--- src/design/tbsc_pkg.sv ---
// Shared constants and types for the TFTP block sender control.
`timescale 1ns / 1ps

package tbsc_pkg;

  localparam int unsigned BLOCK_BYTES = 512;
  localparam int unsigned CHUNK_W = 10;
  localparam logic [CHUNK_W-1:0] HDR_BYTES = 10'd4;
  localparam logic [15:0] ACK_OPCODE = 16'd4;
  localparam logic [7:0] RETRY_LIMIT_RST = 8'd5;
  localparam logic [7:0] RETRY_SAT = 8'd255;

  localparam logic [1:0] KIND_START = 2'd0;
  localparam logic [1:0] KIND_REPLY = 2'd1;
  localparam logic [1:0] KIND_TIMEOUT = 2'd2;
  localparam logic [1:0] KIND_RX_ERROR = 2'd3;

  localparam logic [2:0] ACT_SEND = 3'd0;
  localparam logic [2:0] ACT_DONE = 3'd1;
  localparam logic [2:0] ACT_GAVE_UP = 3'd2;
  localparam logic [2:0] ACT_RX_FAIL = 3'd3;
  localparam logic [2:0] ACT_IDLE = 3'd4;

  typedef struct packed {
    logic               active;
    logic [31:0]        total_length;
    logic [31:0]        send_offset;
    logic [15:0]        current_block;
    logic [CHUNK_W-1:0] current_chunk;
    logic [7:0]         timeouts_seen;
  } sender_state_t;

  typedef struct packed {
    logic [2:0]         action;
    logic [15:0]        blk_num;
    logic [31:0]        byte_offset;
    logic [CHUNK_W-1:0] chunk_length;
    logic [CHUNK_W-1:0] packet_length;
    logic               is_resend;
    logic [7:0]         retry_count;
  } result_t;

  function automatic logic [CHUNK_W-1:0] chunk_of(input logic [31:0] total,
                                                   input logic [31:0] offset);
    logic [31:0] left;
    left = total - offset;
    if (left > 32'(BLOCK_BYTES)) begin
      chunk_of = CHUNK_W'(BLOCK_BYTES);
    end else begin
      chunk_of = left[CHUNK_W-1:0];
    end
  endfunction

endpackage

--- src/design/tbsc_step.sv ---
// Next-state and result logic for one request of the TFTP block sender.
`timescale 1ns / 1ps

module tbsc_step (
  input  tbsc_pkg::sender_state_t cur,
  input  logic [7:0]              retry_limit,
  input  logic [1:0]              kind,
  input  logic [31:0]             transfer_length,
  input  logic [15:0]             reply_opcode,
  input  logic [15:0]             reply_block,
  input  logic                    reply_short,
  output tbsc_pkg::sender_state_t nxt,
  output tbsc_pkg::result_t       res
);

  logic [7:0]                       ts_inc;
  logic [31:0]                      off_adv;
  logic [15:0]                      blk_adv;
  logic [2:0]                       act;
  logic                             resend;
  logic                             ack_ok;
  tbsc_pkg::sender_state_t          s;
  tbsc_pkg::sender_state_t          rep;

  assign ts_inc  = (cur.timeouts_seen < tbsc_pkg::RETRY_SAT) ? cur.timeouts_seen + 8'd1
                                                              : cur.timeouts_seen;
  assign off_adv = cur.send_offset + 32'(cur.current_chunk);
  assign blk_adv = cur.current_block + 16'd1;
  assign ack_ok  = !reply_short && (reply_opcode == tbsc_pkg::ACK_OPCODE) &&
                   (reply_block == cur.current_block);

  always_comb begin
    s      = cur;
    rep    = cur;
    act    = tbsc_pkg::ACT_IDLE;
    resend = 1'b0;
    if (kind == tbsc_pkg::KIND_START) begin
      s.active        = 1'b1;
      s.total_length  = transfer_length;
      s.send_offset   = 32'd0;
      s.current_block = 16'd1;
      s.timeouts_seen = 8'd0;
      s.current_chunk = tbsc_pkg::chunk_of(transfer_length, 32'd0);
      rep             = s;
      act             = tbsc_pkg::ACT_SEND;
    end else if (!cur.active) begin
      act = tbsc_pkg::ACT_IDLE;
    end else begin
      case (kind)
        tbsc_pkg::KIND_RX_ERROR: begin
          s.active = 1'b0;
          act      = tbsc_pkg::ACT_RX_FAIL;
        end
        tbsc_pkg::KIND_TIMEOUT: begin
          s.timeouts_seen   = ts_inc;
          rep.timeouts_seen = ts_inc;
          if (ts_inc >= retry_limit) begin
            s.active = 1'b0;
            act      = tbsc_pkg::ACT_GAVE_UP;
          end else begin
            act    = tbsc_pkg::ACT_SEND;
            resend = 1'b1;
          end
        end
        default: begin
          if (!ack_ok) begin
            act    = tbsc_pkg::ACT_SEND;
            resend = 1'b1;
          end else if (32'(cur.current_chunk) < 32'(tbsc_pkg::BLOCK_BYTES)) begin
            s.active        = 1'b0;
            s.send_offset   = off_adv;
            s.current_block = blk_adv;
            act             = tbsc_pkg::ACT_DONE;
          end else begin
            s.send_offset   = off_adv;
            s.current_block = blk_adv;
            s.timeouts_seen = 8'd0;
            s.current_chunk = tbsc_pkg::chunk_of(cur.total_length, off_adv);
            rep             = s;
            act             = tbsc_pkg::ACT_SEND;
          end
        end
      endcase
    end
  end

  assign nxt = s;

  always_comb begin
    res.action        = act;
    res.blk_num       = rep.current_block;
    res.byte_offset   = rep.send_offset;
    res.chunk_length  = rep.current_chunk;
    res.packet_length = tbsc_pkg::HDR_BYTES + rep.current_chunk;
    res.is_resend     = resend;
    res.retry_count   = rep.timeouts_seen;
  end

endmodule

--- src/design/tbsc_out_queue.sv ---
// Two-entry result buffer: an output register backed by a skid register.
`timescale 1ns / 1ps

module tbsc_out_queue (
  input  logic              clk,
  input  logic              rst_n,
  input  logic              push,
  input  tbsc_pkg::result_t push_data,
  output logic              full,
  output logic              out_valid,
  input  logic              out_stall,
  output tbsc_pkg::result_t out_data
);

  logic              main_valid_r;
  logic              main_valid_nxt;
  logic              skid_valid_r;
  logic              skid_valid_nxt;
  tbsc_pkg::result_t main_r;
  tbsc_pkg::result_t skid_r;
  logic              take;

  assign take = main_valid_r && !out_stall;

  always_comb begin
    main_valid_nxt = main_valid_r;
    skid_valid_nxt = skid_valid_r;
    if (take) begin
      if (skid_valid_r) begin
        skid_valid_nxt = 1'b0;
      end else begin
        main_valid_nxt = push;
      end
    end else if (push) begin
      if (main_valid_r) begin
        skid_valid_nxt = 1'b1;
      end else begin
        main_valid_nxt = 1'b1;
      end
    end
  end

  always_ff @(posedge clk) begin
    if (!rst_n) begin
      main_valid_r <= 1'b0;
      skid_valid_r <= 1'b0;
    end else begin
      main_valid_r <= main_valid_nxt;
      skid_valid_r <= skid_valid_nxt;
    end
  end

  always_ff @(posedge clk) begin
    if (take && skid_valid_r) begin
      main_r <= skid_r;
    end else if (push && (take || !main_valid_r)) begin
      main_r <= push_data;
    end
    if (push && main_valid_r && !take) begin
      skid_r <= push_data;
    end
  end

  assign full      = skid_valid_r;
  assign out_valid = main_valid_r;
  assign out_data  = main_r;

  a_skid_needs_main: assert property (@(posedge clk) disable iff (!rst_n)
    skid_valid_r |-> main_valid_r)
    else $error("skid entry held without an output entry");

  a_push_lands: assert property (@(posedge clk) disable iff (!rst_n)
    push |=> main_valid_r)
    else $error("accepted request produced no pending result");

  a_no_push_full: assert property (@(posedge clk) disable iff (!rst_n)
    skid_valid_r |-> !push)
    else $error("request pushed into a full result buffer");

endmodule

--- src/design/tftp_block_sender_control.sv ---
// Top level of the stop-and-wait TFTP data sender controller.
// A request's result is registered in the result buffer's output or skid register.
// Throughput: one request per cycle; a two-entry result buffer lets a request be
// accepted while one result waits, and in_stall rises only when both entries are full.
// Reset: synchronous active-low; the transfer goes inactive, block number 1, all
// counts zero, retry limit 5, and the result buffer empties.
`timescale 1ns / 1ps

module tftp_block_sender_control (
  input  logic        clk,
  input  logic        rst_n,
  input  logic        cfg_wr_en,
  input  logic [7:0]  cfg_wr_data,
  input  logic        in_valid,
  output logic        in_stall,
  input  logic [1:0]  in_kind,
  input  logic [31:0] in_transfer_length,
  input  logic [15:0] in_reply_opcode,
  input  logic [15:0] in_reply_block,
  input  logic        in_reply_short,
  output logic        out_valid,
  input  logic        out_stall,
  output logic [2:0]  out_action,
  output logic [15:0] out_blk_num,
  output logic [31:0] out_byte_offset,
  output logic [9:0]  out_chunk_length,
  output logic [9:0]  out_packet_length,
  output logic        out_is_resend,
  output logic [7:0]  out_retry_count
);

  logic [7:0]              retry_limit_r;
  tbsc_pkg::sender_state_t state_r;
  tbsc_pkg::sender_state_t state_nxt;
  tbsc_pkg::result_t       step_res;
  tbsc_pkg::result_t       out_data;
  logic                    accept;
  logic                    full;

  assign in_stall = full;
  assign accept   = in_valid && !full;

  always_ff @(posedge clk) begin
    if (!rst_n) begin
      retry_limit_r <= tbsc_pkg::RETRY_LIMIT_RST;
    end else if (cfg_wr_en) begin
      retry_limit_r <= cfg_wr_data;
    end
  end

  tbsc_step u_step (
    .cur             (state_r),
    .retry_limit     (retry_limit_r),
    .kind            (in_kind),
    .transfer_length (in_transfer_length),
    .reply_opcode    (in_reply_opcode),
    .reply_block     (in_reply_block),
    .reply_short     (in_reply_short),
    .nxt             (state_nxt),
    .res             (step_res)
  );

  always_ff @(posedge clk) begin
    if (!rst_n) begin
      state_r.active        <= 1'b0;
      state_r.total_length  <= 32'd0;
      state_r.send_offset   <= 32'd0;
      state_r.current_block <= 16'd1;
      state_r.current_chunk <= '0;
      state_r.timeouts_seen <= 8'd0;
    end else if (accept) begin
      state_r <= state_nxt;
    end
  end

  tbsc_out_queue u_out_queue (
    .clk       (clk),
    .rst_n     (rst_n),
    .push      (accept),
    .push_data (step_res),
    .full      (full),
    .out_valid (out_valid),
    .out_stall (out_stall),
    .out_data  (out_data)
  );

  assign out_action        = out_data.action;
  assign out_blk_num       = out_data.blk_num;
  assign out_byte_offset   = out_data.byte_offset;
  assign out_chunk_length  = out_data.chunk_length;
  assign out_packet_length = out_data.packet_length;
  assign out_is_resend     = out_data.is_resend;
  assign out_retry_count   = out_data.retry_count;

  a_chunk_bound: assert property (@(posedge clk) disable iff (!rst_n)
    32'(state_r.current_chunk) <= 32'(tbsc_pkg::BLOCK_BYTES))
    else $error("stored chunk exceeds the block size");

  a_start_activates: assert property (@(posedge clk) disable iff (!rst_n)
    (accept && in_kind == tbsc_pkg::KIND_START) |=> state_r.active)
    else $error("start request left the transfer inactive");

  a_idle_holds: assert property (@(posedge clk) disable iff (!rst_n)
    (accept && !state_r.active && in_kind != tbsc_pkg::KIND_START)
      |=> $stable(state_r))
    else $error("inactive request changed the sender state");

endmodule
--- config.mk ---
export PLATFORM = sky130hd
export DESIGN_NAME = tftp_block_sender_control
export DESIGN_NICKNAME = d
export VERILOG_FILES = /design/src/design/tbsc_pkg.sv /design/src/design/tbsc_step.sv /design/src/design/tbsc_out_queue.sv /design/src/design/tftp_block_sender_control.sv
export SDC_FILE = /design/constraint.sdc
export NUM_CORES = 1
export LEC_CHECK = 0
export ABC_AREA = 1
export BUFFER_PORTS_ARGS = -buffer_cell sky130_fd_sc_hd__buf_2
export CAP_MARGIN = 20
export CORE_MARGIN = 2
export CORE_UTILIZATION = 55
export CTS_CLUSTER_DIAMETER = 60
export DETAILED_ROUTE_END_ITERATION = 7
export GPL_ROUTABILITY_DRIVEN = 0
export PLACE_DENSITY = 0.75
export REMOVE_ABC_BUFFERS = 1
export SYNTH_ARGS = -nofsm -noshare
export SYNTH_HDL_FRONTEND = slang
export SYNTH_HIERARCHICAL = 1
export SYNTH_SLANG_ARGS = --single-unit
--- constraint.sdc ---
create_clock -name clk -period 11.75 [get_ports clk]
set_clock_uncertainty 0.2 [all_clocks]
set_input_delay 1.7625 -clock clk [delete_from_list [all_inputs] [get_ports clk]]
set_output_delay 1.7625 -clock clk [all_outputs]
set_load 0.05 [all_outputs]
==> reports/results.ini, run 1 <==
[run_status]
status=finished, final reports clean

[final_layout]
area_growth_pct=9.622
post-route-util_pct=61.60
nNetsFinal=2798
drive_above_1_share_pct=13.50
instances_no_fill=3132
fillers=3006

[clock_tree]
clk_pin_slew_worst_paths_ns=0.06
clockBufferDepth=3
worstSkewPairLatency_ns=0.58
cts_hold_buf=0
cts_tree=built
cts_resized=0
cts_setup_buffers=0
h-tree-depth=1
cts_sinks=269
cts_made_buffers=31
cts_root_buf=clkbuf_16

[floorplanning]
die_w_um=186.8
initial_core_util_pct=56.19
dieArea_um2=34890
fp.coreArea_um2=32700
io-pin-count=162
die_y_um=186.8
rows=66

[worst_setup_path]
cp-end-kind=flop
cp.required_ns=12.06
critPathBufInv=4
max_stage_delay_ns=0.82
worstSetupPathType=reg -> reg
crit_path_top_delay_cell=o41ai_1
startpoint_type=flop
critPathArrivalTime_ns=6.62
cpMostUsedCell=nand2_1
cp_max_fo=6
critPathTopFamily=compound AO/OA/AOI/OAI gates

[logic_synthesis]
async_reset_ff_share_pct=0
synth_top_area_share_pct=26.15
synth_top_area_cell=edfxtp_1
synth-edff-count=160
syn_inst=2594
synth.distinct_cells=59
ys.flop_type=edfxtp_1
avgSynthCellArea_um2=7.084
synthTopCellsByCount=nand2_1, nor2_1, inv_1
ys_ff_latch=269
yosys_warnings=6
yosysMostFrequentCell=nand2_1
ys_seq_area_share_pct=38.02
netlist_area_um2=18380
synth_area_leaders=edfxtp_1, nand2_1, dfxtp_1, nor2_1, inv_1

[sta]
whs_ns=0.2735
drv_slew=0
relSlewSlack_pct=25.34
fin_crit_ns=6.303
worst_slew_pin_slew_ns=1.120
hold_viol=0
fmax_mhz=158.7
fin_crit_sh_pct=53.64
finalSetupViolations=0
rsz0062_at_grt=no
timing.setup.tns_ns=0

[placement]
dpl.hpwl_mm=35.35
port_buffers=161
place_inst=3071

[grt]
antenna_found_initial=0
grt_pass1_wl_mm=82.90
grt_pass1_vias=16520
grt_util_all_layers_pct=28.60
grt.overflow.total=0
grt_max_degree=92

[routing]
drtIter0Drc=1770
avgViaCountPerCell=5.717
firstDrtPassIters=8
ant_nets=0
routedWlPerCell_um=16.52
drc=0
vias=17910
wl_mm=51.74

[job]
maxCapViolCount=0

[worst_hold_path]
min_path_type=reg -> reg

[power]
peakVddDrop_mv=0.1370
p_per_area_nw_per_um2=145.5
p_leak_nw=9.326

## per-stage QoR
step           total power, mW  instance area, µm²  setup slack [ns]
2_1_floorplan            1.730               17530             4.439
3_3_place_gp             1.928               19050             5.877
3_5_place_dp             1.945               19050             5.663
4_1_cts                  2.932               20100             5.647
5_1_grt                  3.079               20140             4.985
6_report                 2.932               20140             5.447
## layout make-up
class | instances | area (µm²) | share of cell area (%)
flip-flops and latches | 269 | 6989 | 34.70
diodes | 1 | 2.502 | 0.01242
repair buffers | 181 | 983.4 | 4.882
well taps | 442 | 553.0 | 2.746
clock inverters | 24 | 259.0 | 1.286
clock buffers | 34 | 787.0 | 3.907
multi-input cells | 1883 | 9448 | 46.90
inverters | 298 | 1121 | 5.566
## registers in the layout (all words and copies together), names as in the netlist
register               count
state_r                   99
u_out_queue/out_data      80
u_out_queue/skid_r        80
retry_limit_r              8
u_out_queue/full           1
u_out_queue/out_valid      1
## logic make-up (layout without fill, tap and decap cells)
| family | count (synthesis) | count (layout) | synth area share, % |
|---|---|---|---|
| and+or+nand+nor | 1482 | 1482 | 36.31 |
| buffers and inverters | 442 | 537 | 10.68 |
| AOI/OAI and AO/OA | 305 | 305 | 9.226 |
| DFF | 269 | 269 | 38.02 |
| adders and majority gates | 54 | 54 | 3.759 |
| xor gates and xnor gates | 42 | 42 | 2.002 |
| other | 0 | 1 | 0 |
## cells in the final DEF (no fill, tap or decap), types with 9 or more instances in the layout
| cell type | n |
|---|---|
| a211oi_1 | 9 |
| a21oi_1 | 130 |
| a31oi_1 | 9 |
| buf_2 | 160 |
| buf_4 | 19 |
| clkbuf_16 | 31 |
| dfxtp_1 | 107 |
| edfxtp_1 | 160 |
| ha_1 | 52 |
| inv_1 | 283 |
| inv_2 | 12 |
| nand2_1 | 668 |
| nand2_2 | 50 |
| nand2_4 | 23 |
| nand3_1 | 185 |
| nand4_1 | 121 |
| nor2_1 | 339 |
| nor2_2 | 13 |
| nor3_1 | 32 |
| nor4_1 | 11 |
| o21ai_0 | 111 |
| xnor2_1 | 13 |
| xor2_1 | 29 |
## worst paths after layout
check | slack (ns) | to | cells past startpoint | startpoint
min | 0.27 | retry_limit_r[0] | 2 | retry_limit_r[0]
max reg2reg | 5.45 | state_r[9] | 33 | state_r[34]
max | 5.45 | state_r[9] | 33 | state_r[34]
min reg2reg | 0.27 | retry_limit_r[0] | 2 | retry_limit_r[0]
## power breakdown
group | total [mW] | switching (mW) | internal (mW) | leakage, nW
clock network | 0.985 | 0.408 | 0.577 | 0.510
logic | 0.826 | 0.585 | 0.241 | 6.39
registers | 1.12 | 0.0468 | 1.07 | 2.42
total | 2.93 | 1.04 | 1.89 | 9.33
## worst reg2reg max path: cells and delay by family (launching register included)
family                   cells  cell delay, ns
AO/OA/AOI/OAI               10            2.41
adder cells (fa/ha/maj)      3            0.99
buffers and inverters        4            0.30
flip-flops                   1            0.37
AND/OR/NAND/NOR             16            1.98
## routing by layer
layer	GRT usage, %	routed length (µm)	part of all wire (%)
met1	38.07	21890	42
met2	47.24	23620	46
met3	3.216	4065	7.9
met4	12.39	2160	4.2
met5	0	0	0
Power figures use the tool's default switching activity.
==> run 2: changes to the inputs <==
- clock period: 11.75 -> 5.83 ns (I/O delays scaled with it)
==> reports/results.ini, run 2 (synthesized netlist as in run 1, its figures left out) <==
[routing]
drc=1  ; +1
firstDrtPassIters=8  ; unchanged
vias=18130  ; +1.3%
routedWlPerCell_um=16.73  ; +1.3%
avgViaCountPerCell=5.736  ; +0.32%
ant_nets=0  ; unchanged
drtIter0Drc=2127  ; +20%
wl_mm=52.89  ; +2.2%

[final_layout]
drive_above_1_share_pct=16.26  ; +2.8 points
fillers=2933  ; -2.4%
n_antenna_cell=0  ; -1
top_register=state_r
area_growth_pct=12.45
nNetsFinal=2827  ; +1.0%
final_cell_mix=nand2_1, nor2_1, inv_1
final_common_cell=nand2_1
instances_no_fill=3161  ; +0.93%
largest_reg_flops=99  ; unchanged
post-route-util_pct=63.18  ; +1.6 points

[clock_tree]
cts_tree=built
clk_pin_slew_worst_paths_ns=0.06  ; about the same
cts_sinks=269  ; unchanged
cts_made_buffers=34  ; +9.7%
h-tree-depth=2  ; +1
worstSkewPairLatency_ns=0.54  ; -0.04 ns
cts_root_buf=clkbuf_16
clockBufferDepth=3  ; unchanged
cts_hold_buf=0  ; unchanged

[floorplanning]
rows=66  ; unchanged
die_y_um=186.8  ; unchanged
initial_core_util_pct=56.19  ; unchanged
die_w_um=186.8  ; unchanged
dieArea_um2=34890  ; unchanged
io-pin-count=162  ; unchanged
fp.coreArea_um2=32700  ; unchanged

[worst_hold_path]
min_path_type=reg -> reg
holdPathStages=2  ; unchanged

[power]
p_per_area_nw_per_um2=292.7  ; +100%
sw_frac_of_total_pct=36.34  ; +0.87 points
p_leak_nw=9.515  ; +2.0%
internal_power_mw=3.851  ; +100%
peakVddDrop_mv=0.2734  ; +100%
power_frac_clock_pct=33.6  ; about the same
power_frac_comb_pct=28.9  ; +0.7 points
p_sw_mw=2.198  ; +110%
pwr-share-seq_pct=37.5  ; -0.7 points

[job]
maxCapViolCount=0  ; unchanged

[worst_setup_path]
r2r-start=state_r[8]
critPathArrivalTime_ns=5.73  ; -0.89 ns
rr_worst_depth=33  ; unchanged
timing.rr.end=u_out_queue/out_data[15]
cp-startpoint=state_r[8]
startpoint_type=flop
setup.worst_path.end=u_out_queue/out_data[15]
worstSetupPathType=reg -> reg
rrSetupSlack_ns=0.18  ; -5.26 ns
max_stage_delay_ns=0.37  ; -0.45 ns
crit_path_top_delay_cell=fa_2
cp.required_ns=5.92  ; -6.14 ns
cp-end-kind=flop
cp_max_fo=5  ; -1

[sta]
finalSetupViolations=0  ; unchanged
fin_crit_sh_pct=96.84  ; +43 points
hold_viol=0  ; unchanged
worst_slew_pin_slew_ns=1.127  ; +0.007400 ns
fmax_mhz=177.1  ; +12%
fin_crit_ns=5.646  ; -0.6566 ns
drv_slew=0  ; unchanged
relSlewSlack_pct=24.84  ; -0.49 points
timing.setup.tns_ns=0  ; unchanged

[placement]
port_buffers=161  ; unchanged
place_inst=3080  ; +0.29%
dpl.hpwl_mm=35.57  ; +0.62%

[grt]
grt_pass1_vias=16510  ; -0.030%
grt.overflow.total=0  ; unchanged
grt_max_degree=94  ; +2.2%
grt_util_all_layers_pct=29.14  ; +0.54 points
grt_pass1_wl_mm=84.08  ; +1.4%
antenna_found_initial=0  ; unchanged

[run_status]
status=finished, violations left
violations=design-rule violations

## run 2: cell count changes in the layout (fill, tap and decap cells not counted), sizes merged
cell,delta
clkbuf,+5
clkinv,+3
inv,-1
buf,+26
diode,-1
bufinv,-3
## run 2: final cells by class
| class | count | area, µm² | share of cell area [%] |
|---|---|---|---|
| Clock buffer | 39 | 879.6 | 4.257 |
| Clock inverter | 23 | 201.4 | 0.9749 |
| Inverter | 298 | 1121 | 5.426 |
| Multi-Input combinational cell | 1883 | 9742 | 47.15 |
| Sequential cell | 269 | 6992 | 33.84 |
| Tap cell | 442 | 553.0 | 2.677 |
| Timing Repair Buffer | 207 | 1174 | 5.680 |
## run 2: repair_timing
action                                  CTS  global route
pin swaps                                 1            25
endpoints found under the setup margin    6            41
setup buffers                             3            15
cloned                                    0             0
resized for setup                         3            66
## run 2: critical path: cells and delay by family, from the launching register on
family	cells	cell delay (ns)
AND/OR/NAND/NOR	17	2.07
adder cells (fa/ha/maj)	4	1.03
AO/OA/AOI/OAI	6	0.94
flip-flops	1	0.35
buffers and inverters	4	0.44
XOR/XNOR	2	0.35
## run 2: power by group through the flow
stage	Sequential, mW	Clock (mW)	Combinational (mW)
6_report	2.27	2.03	1.75
5_1_grt	2.28	2.13	1.92
3_3_place_gp	2.30	0	1.59
2_1_floorplan	2.48	0	1.00
3_5_place_dp	2.30	0	1.62
4_1_cts	2.26	2.06	1.64
## run 2: stage by stage
stage | worst slack (ns) | hold WS [ns] | cell area (µm²) | total power [mW]
6_report | 0.1840 | 0.2544 | 20660 | 6.049
4_1_cts | 0.03586 | 0.2603 | 20240 | 5.960
3_3_place_gp | 0.1142 | 0.2438 | 19120 | 3.886
5_1_grt | -0.1019 | 0.2908 | 20660 | 6.334
3_5_place_dp | -0.1063 | 0.2454 | 19120 | 3.921
2_1_floorplan | -1.159 | 0.2289 | 17530 | 3.486
## run 2: worst min-delay path by stage
stage                           from                to
floorplan           retry_limit_r[2]  retry_limit_r[2]
global placement    retry_limit_r[2]  retry_limit_r[2]
detailed placement  retry_limit_r[2]  retry_limit_r[2]
CTS                 retry_limit_r[2]  retry_limit_r[2]
global route        retry_limit_r[2]  retry_limit_r[2]
finish              retry_limit_r[2]  retry_limit_r[2]
## run 2: layer usage
metal	vias up	track usage, %	wire, µm
li1	8715	-	-
met1	8263	39.04	21680
met2	964	46.48	23910
met3	189	4.439	4800
met4	0	13.64	2496
met5	-	0	0
